### src/rtl/core/wavetable_oscillator_interp_macros.svh
// ----------------------------------------------------------------------------
// wavetable_oscillator_interp_macros.svh
// assertion helpers shared by the oscillator modules, empty in synthesis
// ----------------------------------------------------------------------------
`ifndef WAVETABLE_OSCILLATOR_INTERP_MACROS_SVH
`define WAVETABLE_OSCILLATOR_INTERP_MACROS_SVH

`ifndef SYNTHESIS

// same-cycle implication, sampled on clk, off during reset
`define WTOSC_ASSERT(label, ante, cons, msg) \
  label: assert property (@(posedge clk) disable iff (!rst_n) (ante) |-> (cons)) \
    else $error(msg);

// next-cycle implication, sampled on clk, off during reset
`define WTOSC_ASSERT_NEXT(label, ante, cons, msg) \
  label: assert property (@(posedge clk) disable iff (!rst_n) (ante) |=> (cons)) \
    else $error(msg);

`else

`define WTOSC_ASSERT(label, ante, cons, msg)

`define WTOSC_ASSERT_NEXT(label, ante, cons, msg)

`endif

`endif

### src/rtl/core/wtosc_pkg.sv
// ----------------------------------------------------------------------------
// wtosc_pkg
// shared widths, codes and item types of the wavetable oscillator
// ----------------------------------------------------------------------------
package wtosc_pkg;

  // parameter defaults
  localparam int TABLE_DEPTH_DEF = 1024;
  localparam int FRAC_BITS_DEF   = 16;

  // fixed field widths
  localparam int IDX_W      = 10;
  localparam int SAMPLE_W   = 16;
  localparam int STEP_W     = 26;
  localparam int SIZE_W     = 11;
  localparam int OFS_W      = 27;
  localparam int GAIN_W     = 16;
  localparam int CFG_IDX_W  = 2;
  localparam int CFG_DATA_W = 27;

  localparam logic [SIZE_W-1:0] TABLE_SIZE_RST = SIZE_W'(1024);

  // items waiting between front and back
  localparam int QUEUE_DEPTH = 4;

  typedef enum logic {
    OP_WRITE  = 1'b0,
    OP_SAMPLE = 1'b1
  } op_t;

  typedef enum logic [CFG_IDX_W-1:0] {
    REG_TABLE_SIZE   = 2'd0,
    REG_PHASE_OFFSET = 2'd1,
    REG_GAIN         = 2'd2,
    REG_MOD_DEPTH    = 2'd3
  } cfg_reg_t;

  typedef struct packed {
    op_t                         op;
    logic [IDX_W-1:0]            entry_index;
    logic signed [SAMPLE_W-1:0]  entry_value;
    logic [STEP_W-1:0]           phase_step;
    logic signed [SAMPLE_W-1:0]  mod_in;
    logic signed [SAMPLE_W-1:0]  mix_in;
    logic                        block_last;
  } item_t;

  typedef struct packed {
    logic signed [OFS_W-1:0] phase_offset;
    logic [GAIN_W-1:0]       gain;
    logic [GAIN_W-1:0]       mod_depth;
  } cfg_t;

endpackage

### src/rtl/core/wtosc_front.sv
// ----------------------------------------------------------------------------
// wtosc_front
// takes input items, drops out-of-range writes, queues the rest for the back
// ----------------------------------------------------------------------------
`include "wavetable_oscillator_interp_macros.svh"

module wtosc_front #(
  parameter int TABLE_DEPTH = wtosc_pkg::TABLE_DEPTH_DEF
) (
  input  logic                                     clk,
  input  logic                                     rst_n,
  input  logic                                     in_valid,
  output logic                                     in_stall,
  input  logic                                     in_req_type,
  input  logic [wtosc_pkg::IDX_W-1:0]              in_entry_index,
  input  logic signed [wtosc_pkg::SAMPLE_W-1:0]    in_entry_value,
  input  logic [wtosc_pkg::STEP_W-1:0]             in_phase_step,
  input  logic signed [wtosc_pkg::SAMPLE_W-1:0]    in_mod_in,
  input  logic signed [wtosc_pkg::SAMPLE_W-1:0]    in_mix_in,
  input  logic                                     in_block_last,
  output wtosc_pkg::item_t                         q_head,
  output logic                                     q_valid,
  input  logic                                     q_pop
);

  import wtosc_pkg::*;

  localparam int QAW = $clog2(QUEUE_DEPTH);

  item_t          q_r [QUEUE_DEPTH];
  logic [QAW-1:0] wr_ptr_r, wr_ptr_nxt;
  logic [QAW-1:0] rd_ptr_r, rd_ptr_nxt;
  logic [QAW:0]   count_r, count_nxt;

  item_t in_item;
  logic  keep_w;
  logic  push_w;
  logic  pop_w;

  assign in_item.op          = op_t'(in_req_type);
  assign in_item.entry_index = in_entry_index;
  assign in_item.entry_value = in_entry_value;
  assign in_item.phase_step  = in_phase_step;
  assign in_item.mod_in      = in_mod_in;
  assign in_item.mix_in      = in_mix_in;
  assign in_item.block_last  = in_block_last;

  // writes past the table are accepted and dropped here
  assign keep_w = (in_item.op == OP_SAMPLE) ||
                  (32'(in_entry_index) < 32'(TABLE_DEPTH));

  assign in_stall = (count_r == (QAW+1)'(QUEUE_DEPTH));
  assign push_w   = in_valid && !in_stall && keep_w;
  assign q_valid  = (count_r != '0);
  assign pop_w    = q_pop && q_valid;
  assign q_head   = q_r[rd_ptr_r];

  always_comb begin
    wr_ptr_nxt = push_w ? wr_ptr_r + 1'b1 : wr_ptr_r;
    rd_ptr_nxt = pop_w ? rd_ptr_r + 1'b1 : rd_ptr_r;
    count_nxt  = count_r;
    if (push_w && !pop_w) begin
      count_nxt = count_r + 1'b1;
    end else if (pop_w && !push_w) begin
      count_nxt = count_r - 1'b1;
    end
  end

  always_ff @(posedge clk) begin
    if (!rst_n) begin
      wr_ptr_r <= '0;
      rd_ptr_r <= '0;
      count_r  <= '0;
    end else begin
      wr_ptr_r <= wr_ptr_nxt;
      rd_ptr_r <= rd_ptr_nxt;
      count_r  <= count_nxt;
    end
    if (push_w) begin
      q_r[wr_ptr_r] <= in_item;
    end
  end

  `WTOSC_ASSERT_NEXT(a_fill_step, push_w && !pop_w, count_r == $past(count_r) + 1'b1, "queue count did not grow on push")
  `WTOSC_ASSERT(a_pop_nonempty, q_pop, count_r != '0, "back popped an empty queue")

endmodule

### config.mk
export PLATFORM = sky130hd
export DESIGN_NAME = wtosc_front
export DESIGN_NICKNAME = d
export VERILOG_FILES = /design/src/rtl/core/wtosc_pkg.sv /design/src/rtl/core/wtosc_front.sv
export VERILOG_INCLUDE_DIRS = /design/src /design/src/rtl/core
export SDC_FILE = /design/constraint.sdc
export NUM_CORES = 1
export LEC_CHECK = 0
export BUFFER_PORTS_ARGS = -buffer_cell sky130_fd_sc_hd__buf_4
export CORE_MARGIN = 8
export CORE_UTILIZATION = 33
export CTS_BUF_LIST = sky130_fd_sc_hd__clkbuf_2
export CTS_CLUSTER_DIAMETER = 30
export DETAILED_ROUTE_END_ITERATION = 6
export HOLD_SLACK_MARGIN = 0.02
export PLACE_DENSITY = 0.53
export SYNTH_ARGS = -nofsm -noshare
export SYNTH_HDL_FRONTEND = slang
export SYNTH_SLANG_ARGS = --single-unit
### constraint.sdc
create_clock -name clk -period 4.5 [get_ports clk]
set_clock_uncertainty 0.15 [all_clocks]
set_input_delay 0.675 -clock clk [delete_from_list [all_inputs] [get_ports clk]]
set_output_delay 0.675 -clock clk [all_outputs]
set_load 0.01 [all_outputs]
Yosys cells after proc, flatten, opt, wreduce, memory -nomap -nowiden
Memory sizes are Yosys's and may differ from the RTL's. A register that Yosys moved wholly into a read port is not among the register bits.
Cells that the tools add are included.
{"block": "classes", "addsub": 4, "eq_ne": 1, "mux": 6, "reduce_logical": 9}
{"operator": "two-way mux 3 bit", "n": 2}
{"operator": "adder 2 x 1 -> 2 bit (second input constant)", "n": 2}
{"operator": "logical AND 1 bit", "n": 4}
{"operator": "two-way mux 2 bit", "n": 2}
{"operator": "adder 3 x 1 -> 3 bit (second input constant)", "n": 1}
{"operator": "== test 3 bit (second input constant)", "n": 1}
{"operator": "zero test 1 bit", "n": 3}
{"operator": "nonzero test 3 bit", "n": 1}
{"operator": "subtractor 3 x 1 -> 3 bit (second input constant)", "n": 1}
{"operator": "two-way mux 1 bit", "n": 2}
{"operator": "nonzero test 2 bit", "n": 1}
{"block": "totals", "regBits": 7, "ram_bits": 344, "input_bits": 90, "output_inout_bits": 88, "memories": 1}
{"memory": "q_r", "depth": 4, "word_bits": 86, "read_ports": 1, "rd_ports_with_merged_regs": 1, "wr": 1, "line": "wtosc_front.sv:30", "source": "item_t q_r [QUEUE_DEPTH];"}

Longest topological paths before layout
Gate-level depths: netlist (run 1).
{"block": "depth", "word_depth": 7, "mapped_depth": 9, "depth_no_buf": 8}

Worst setup path after synthesis (run 1)
OpenSTA, ideal clock, no wires.
{"block": "synth_timing", "path_type": "input to register", "start": "in in_valid", "end": "mem q_r[0][0] (netlist name), enable pin", "setup_time_ps": 454, "arrival_time_ps": 3060, "path_slack_ps": 836, "path_stages": 3, "path_cell_list": "nor2b_1 -> clkbuf_1 -> and2_1"}
{"block": "synth_via", "elab_chain_cells": 3}
{"element": "start, declared", "line": "wtosc_front.sv:12", "source": "input logic in_valid,"}
{"element": "logical AND 1 bit", "line": "wtosc_front.sv:53", "source": "assign push_w = in_valid && !in_stall && keep_w;"}
{"element": "via push_w", "line": "wtosc_front.sv:37", "source": "logic push_w;"}
{"element": "two-way mux 1 bit", "line": "wtosc_front.sv:79", "source": "if (push_w) begin"}
{"element": "two-way mux 1 bit (implied by the code)", "line": "wtosc_front.sv:80", "source": "q_r[wr_ptr_r] <= in_item;"}
{"element": "end, declared", "line": "wtosc_front.sv:30"}
The timed path passes the listed nets, and every way through them passes these cells.

==> key figures, run 1 <==
Clock tree
  – Hold Buf Count CTS: 90
  – Num CTS Buffers: 92
  – Clk buf depth: 3
  – CTS tree: yes
  – Clock transition at path regs: 0.10 ns
  – Clk root buf: clkbuf_2
  – Clock Latency Late Sink: 0.90 ns
  – Clock Sinks: 353
  – Post_cts resized: 0
  – Postcts setup bufs: 0
  – H-tree Lvls: 3

Place
  – Port bufs: 177
  – GPL Wtd Cong: 0.695
  – Placed cells: 1,183
  – DP Area: 14,800 sq um
  – Dpl hpwl: 17,600 microns

Yosys
  – YS warnings: 0
  – Number of synthesized register bits: 353
  – Synthesized area per cell: 25.9 sq um
  – Post-synthesis cell area: 12,900 sq um
  – Gate count of the mapped netlist: 498
  – Seq/Total Area, Yosys: 81.4%
  – Synthesized net count: 594
  – Cell variety after synth: 22

Cells and area
  – Layout fillers: 3,401
  – Post-route cell area: 16,700 sq um
  – Final net count: 945
  – Final Non-Filler Cells: 1,447
  – Area taken by multi-input logic gates: 2220 sq um
  – Sequential cell area: 10,500 sq um
  – Share of cells above drive strength 1: 45.7%
  – Synthesis-to-finish area growth: 29.6%

Floorplan
  – Row count: 72
  – I/O Pins: 178
  – Die Ht: 214 microns
  – Die area: 45,700 sq um
  – Placeable Area: 38,600 sq um
  – Die X: 214 microns
  – Initial core utilization: 33.4%

Worst setup path
  – Critical Path Start Type: flip-flop
  – CP max stage delay: 0.76 ns
  – R2R Path Start: count_r[0]
  – Crit. End Element: output port
  – Critical path required time: 3.67 ns
  – Worst setup endpoint: q_head[60]
  – Crit-path most repeated cell: buf_4
  – Setup Crit Path Kind: reg -> out
  – Delay-heaviest family, CP: flip-flops
  – Critical R2R Capture: q_r[3][60]
  – Critical Path Stages: 3
  – FF-to-FF path depth: 4
  – Worst Path Arrival: 2.90 ns
  – CP Cell Sequence: buf_4 -> mux4_2 -> buf_4
  – Critical path's slowest cell: dfxtp_4
  – Critical path buffers and inverters: 2
  – Max FO, Critical Path: 30
  – R2R setup slack: 1.56 ns

Routing
  – Drt first pass iters: 4
  – Routed WL: 28,500 microns
  – Iteration-0 DRC Markers: 320
  – Post-route DRC: 0
  – WL per Instance: 19.7 microns
  – Routed Antenna Nets: 0
  – Total number of vias: 6,430
  – Detailed-route vias per instance: 4.44

Run
  – Max Cap Viol: 0

Pwr
  – VDD IR max: 0.239 mV
  – Power Total: 8.89 mW
  – Leakage: 5.82 nW
  – Power per Cell Area: 531 nW/um^2

Timing
  – Worst-Margin Slew: 0.983 ns
  – Final Cycle Share: 82.7%
  – Min cycle time layout: 3.72 ns
  – Relative slew slack: 34.5%
  – Max frequency: 269 MHz
  – RSZ-0062 raised after global routing: no
  – Final slew viol count: 0
  – Final setup fails: 0
  – Setup TNS: 0 ns
  – Fin. Hold Viols: 0
  – Worst hold slack: 0.362 ns

GRT
  – GRT Overall Usage: 12.6%
  – Total grt overflow: 0
  – Initial antenna violation count: 3
  – Vias in the first global route: 7,557
  – Pin count of the biggest net entering global routing: 61
  – Global-route wire length before repair: 42,800 microns

Status
  – Status: complete, no violations

Worst hold path
  – Worst Hold Class: reg -> reg
-- cell type report --
class	count	area share, %
flip-flops and latches	353	62.8
repair buffers	279	14.0
multi-input cells	120	13.3
well taps	518	3.87
clock buffers	128	3.83
clock inverters	44	2.11
inverters	3	0.0673
diodes	2	0.0299
-- report_power, final --
part,switching [mW],internal (mW),leakage (nW)
Clock,1.26,1.18,0.709
Sequential,0.181,3.99,3.23
Combinational,1.05,1.22,1.89
Total,2.50,6.39,5.82
-- worst register-to-register path: stages (launching register included) --
cell and delay, ns:
dfxtp_1 0.47, nor3b_1 0.11, nor2b_1 0.54, and2_4 0.91
buf_4 0.42
-- cell usage in the layout, fill, tap and decap left out, drive strengths merged, types with 2 or more instances in the layout --
master       instances
dlygate4sd3         90
nor2b                2
clkbuf             128
and2                 8
mux2i                3
or3                  2
nand2                4
dfxtp                9
clkinv              33
edfxtp             344
diode                2
xnor2                3
buf                189
bufinv               7
ha                   5
mux4                86
inv                  7
-- through the flow --
stage	utilization [%]	setup slack, ns
3_3_place_gp	38.4	1.47
3_5_place_dp	38.4	1.24
5_1_grt	43.3	0.421
6_report	43.3	0.776
4_1_cts	43.3	0.512
2_1_floorplan	-	0.836
-- cell usage after synthesis --
| master | instances | area, sq um |
|---|---|---|
| nor2b_1 | 2 | 12.5 |
| buf_12 | 5 | 100 |
| inv_1 | 3 | 11.3 |
| a21boi_0 | 1 | 7.51 |
| clkbuf_1 | 6 | 22.5 |
| mux4_2 | 86 | 1940 |
| and2_1 | 8 | 50.1 |
| o311ai_0 | 1 | 8.76 |
| or3_1 | 2 | 12.5 |
| xor2_1 | 1 | 8.76 |
| fa_1 | 1 | 20.0 |
| o21ai_0 | 1 | 5.00 |
| nor3b_1 | 1 | 7.51 |
| mux2i_1 | 3 | 30.0 |
| buf_6 | 1 | 11.3 |
| edfxtp_1 | 344 | 10300 |
| dfxtp_1 | 9 | 180 |
| buf_2 | 10 | 50.1 |
| o31ai_1 | 1 | 7.51 |
| ha_1 | 5 | 62.6 |
| nand2_1 | 4 | 15.0 |
| xnor2_1 | 3 | 26.3 |
-- metal layers --
| layer | up-vias | routed length, microns | GRT usage [%] |
|---|---|---|---|
| met2 | 192 | 14600 | 21.5 |
| li1 | 2907 | - | - |
| met3 | 43 | 1940 | 4.06 |
| met4 | 2 | 474 | 4.77 |
| met1 | 3286 | 11500 | 14.8 |
| met5 | - | 8 | 0 |
-- how the worst min path moves through the flow --
stage	start	end	slack [ns]	depth (start not counted)
2_1_floorplan	wr_ptr_r[1]	wr_ptr_r[1]	0.32	2
3_3_place_gp	wr_ptr_r[1]	wr_ptr_r[1]	0.33	2
3_5_place_dp	wr_ptr_r[1]	wr_ptr_r[1]	0.35	2
4_1_cts	in_phase_step[6]	q_r[1][39]	0.16	2
5_1_grt	in_phase_step[6]	q_r[1][39]	0.18	2
6_report	wr_ptr_r[1]	wr_ptr_r[1]	0.36	2
-- flip-flops by register name, indices dropped and copies added (netlist names), named ones only --
signal	flops
count_r	3
rd_ptr_r	2
q_r	344
wr_ptr_r	2
-- logic make-up after synthesis --
family / count (synthesis) / share of synthesized area [%]
AO/OA/AOI/OAI: 4 / 0.223
flip-flops: 353 / 81.4
buffers and inverters: 25 / 1.51
multiplexers: 89 / 15.2
XOR/XNOR: 4 / 0.271
AND/OR/NAND/NOR: 17 / 0.756
adder cells (fa/ha/maj): 6 / 0.639
Power figures use the tool's default switching activity.
==> run 2, diff against run 1 <==
==> constraint.sdc (replaced) <==
create_clock -name clk -period 3.6 [get_ports clk]
set_clock_uncertainty 0.15 [all_clocks]
set_input_delay 0.54 -clock clk [delete_from_list [all_inputs] [get_ports clk]]
set_output_delay 0.54 -clock clk [all_outputs]
set_load 0.01 [all_outputs]
==> key figures, run 2 (synthesis results as in run 1) <==
Status
  – Status: complete, no violations

Run
  – Max Cap Viol: 0

Clock tree
  – Clock Sinks: 353
  – Clock transition at path regs: 0.09 ns
  – Postcts setup bufs: 0
  – Clk root buf: clkbuf_2
  – Num CTS Buffers: 94
  – CTS tree: yes
  – Clock Latency Late Sink: 0.95 ns
  – Clk buf depth: 3
  – H-tree Lvls: 3

Worst setup path
  – Critical R2R Capture: count_r[2]
  – CP Cell Sequence: buf_4 -> mux4_2 -> buf_4
  – Critical path's slowest cell: dfxtp_4
  – Setup Crit Path Kind: reg -> out
  – CP max stage delay: 0.61 ns
  – Critical path required time: 2.91 ns
  – Crit. End Element: output port
  – Crit-path most repeated cell: buf_4
  – Worst Path Arrival: 2.61 ns
  – FF-to-FF path depth: 8
  – R2R Path Start: count_r[0]
  – Critical Path Start Type: flip-flop
  – Max FO, Critical Path: 24
  – R2R setup slack: 0.77 ns

Worst hold path
  – Hold path cells: 2
  – Worst Hold Endpoint: q_r[3][1]
  – Worst Hold Class: in -> reg
  – HP Start: in_mix_in[0]

Place
  – Place WS: 0.762 ns
  – Placed cells: 1,183
  – DP Area: 14,900 sq um
  – Port bufs: 177
  – GPL Wtd Cong: 0.704
  – Dpl hpwl: 17,300 microns

Pwr
  – Power Total: 10.9 mW
  – Leakage: 5.89 nW
  – Power per Cell Area: 643 nW/um^2
  – VDD IR max: 0.321 mV

GRT
  – Total grt overflow: 0
  – Pin count of the biggest net entering global routing: 58
  – GRT Overall Usage: 12.7%
  – Initial antenna violation count: 4
  – Global-route wire length before repair: 43,700 microns
  – Vias in the first global route: 7,698

Cells and area
  – Area taken by multi-input logic gates: 2220 sq um
  – Synthesis-to-finish area growth: 31.3%
  – Commonest cells after routing, fill and taps aside: edfxtp_1 (344), buf_4 (178), clkbuf_2 (130)
  – Post-route cell area: 17,000 sq um
  – Final Non-Filler Cells: 1,460
  – Commonest non-fill, non-tap cell in the layout: edfxtp_1
  – Largest Register: q_r
  – Final net count: 969
  – Largest registers: q_r x344, count_r x3
  – Share of cells above drive strength 1: 45.7%
  – Sequential cell area: 10,500 sq um
  – Layout fillers: 3,375
  – Core Util, Final: 43.9%
  – Max FFs per register: 344

Timing
  – Final Cycle Share: 91.6%
  – Fin. Hold Viols: 0
  – Final setup fails: 0
  – Min cycle time layout: 3.30 ns
  – Worst-Margin Slew: 0.651 ns
  – Setup TNS: 0 ns
  – RSZ-0062 raised after global routing: no
  – Worst hold slack: 0.170 ns
  – Max frequency: 303 MHz
  – Relative slew slack: 56.5%
  – Setup WS post-layout: 0.303 ns
  – Final slew viol count: 0

Floorplan
  – Placeable Area: 38,600 sq um
  – Initial core utilization: 33.4%
  – I/O Pins: 178
  – Die X: 214 microns
  – Die area: 45,700 sq um
  – Die Ht: 214 microns
  – Row count: 72

Routing
  – WL per Instance: 19.6 microns
  – Total number of vias: 6,553
  – Drt first pass iters: 4
  – Routed WL: 28,700 microns
  – Post-route DRC: 0
  – Detailed-route vias per instance: 4.49
  – Routed Antenna Nets: 0
  – Iteration-0 DRC Markers: 318
run 2: changes by cell type in the layout (fill, tap and decap cells not counted), sizes merged:
| cell | previous run | this run |
|---|---|---|
| dlygate4sd3 | 90 | 112 |
| diode | 2 | 6 |
| clkinv | 33 | 25 |
| inv | 7 | 4 |
| bufinv | 7 | 3 |
| clkbuf | 128 | 130 |
run 2: worst max path at each step:
stage	cells after the start	endpoint	slack [ns]	start
after floorplan	3	q_r[2][0]	0.07	in_valid
after global placement	8	count_r[2]	0.95	in_valid
after detailed placement	8	count_r[2]	0.76	in_valid
after CTS	3	q_head[63]	0.02	flip-flop
after global routing	3	q_head[83]	0.06	flip-flop
final	3	q_head[83]	0.30	flip-flop
run 2: cell type report:
type,count,share of cell area [%]
flip-flops and latches,353,62.0
inverters,3,0.0664
well taps,518,3.82
clock inverters,29,1.34
multi-input cells,120,13.1
clock buffers,130,3.84
repair buffers,301,15.7
diodes,6,0.0885
run 2: worst max-delay path: cells and delay by family (launching register included):
kind | cells | cell delay (ns)
muxes | 1 | 0.42
DFF | 1 | 0.61
buffers and inverters | 2 | 0.60
run 2: repair_timing:
action                                 in CTS  in global routing
hold buffers                              109                  3
setup endpoints to repair                   0                  5
resized for setup                           0                  1
endpoints found under the hold margin     353                  4
run 2: report_power, final:
group          total, mW  internal (mW)  leakage [nW]  switching [mW]
logic               2.99           1.57          2.00            1.42
clock network       2.80           1.21         0.658            1.59
registers           5.11           4.98          3.23           0.134
total               10.9           7.76          5.89            3.14
run 2: routing by layer:
metal,vias up,share of wire (%),track usage [%]
met5,-,0,0
met4,0,1.9,4.92
met3,54,6.5,4.24
met2,181,52,22.0
met1,3368,40,14.5
li1,2950,-,-
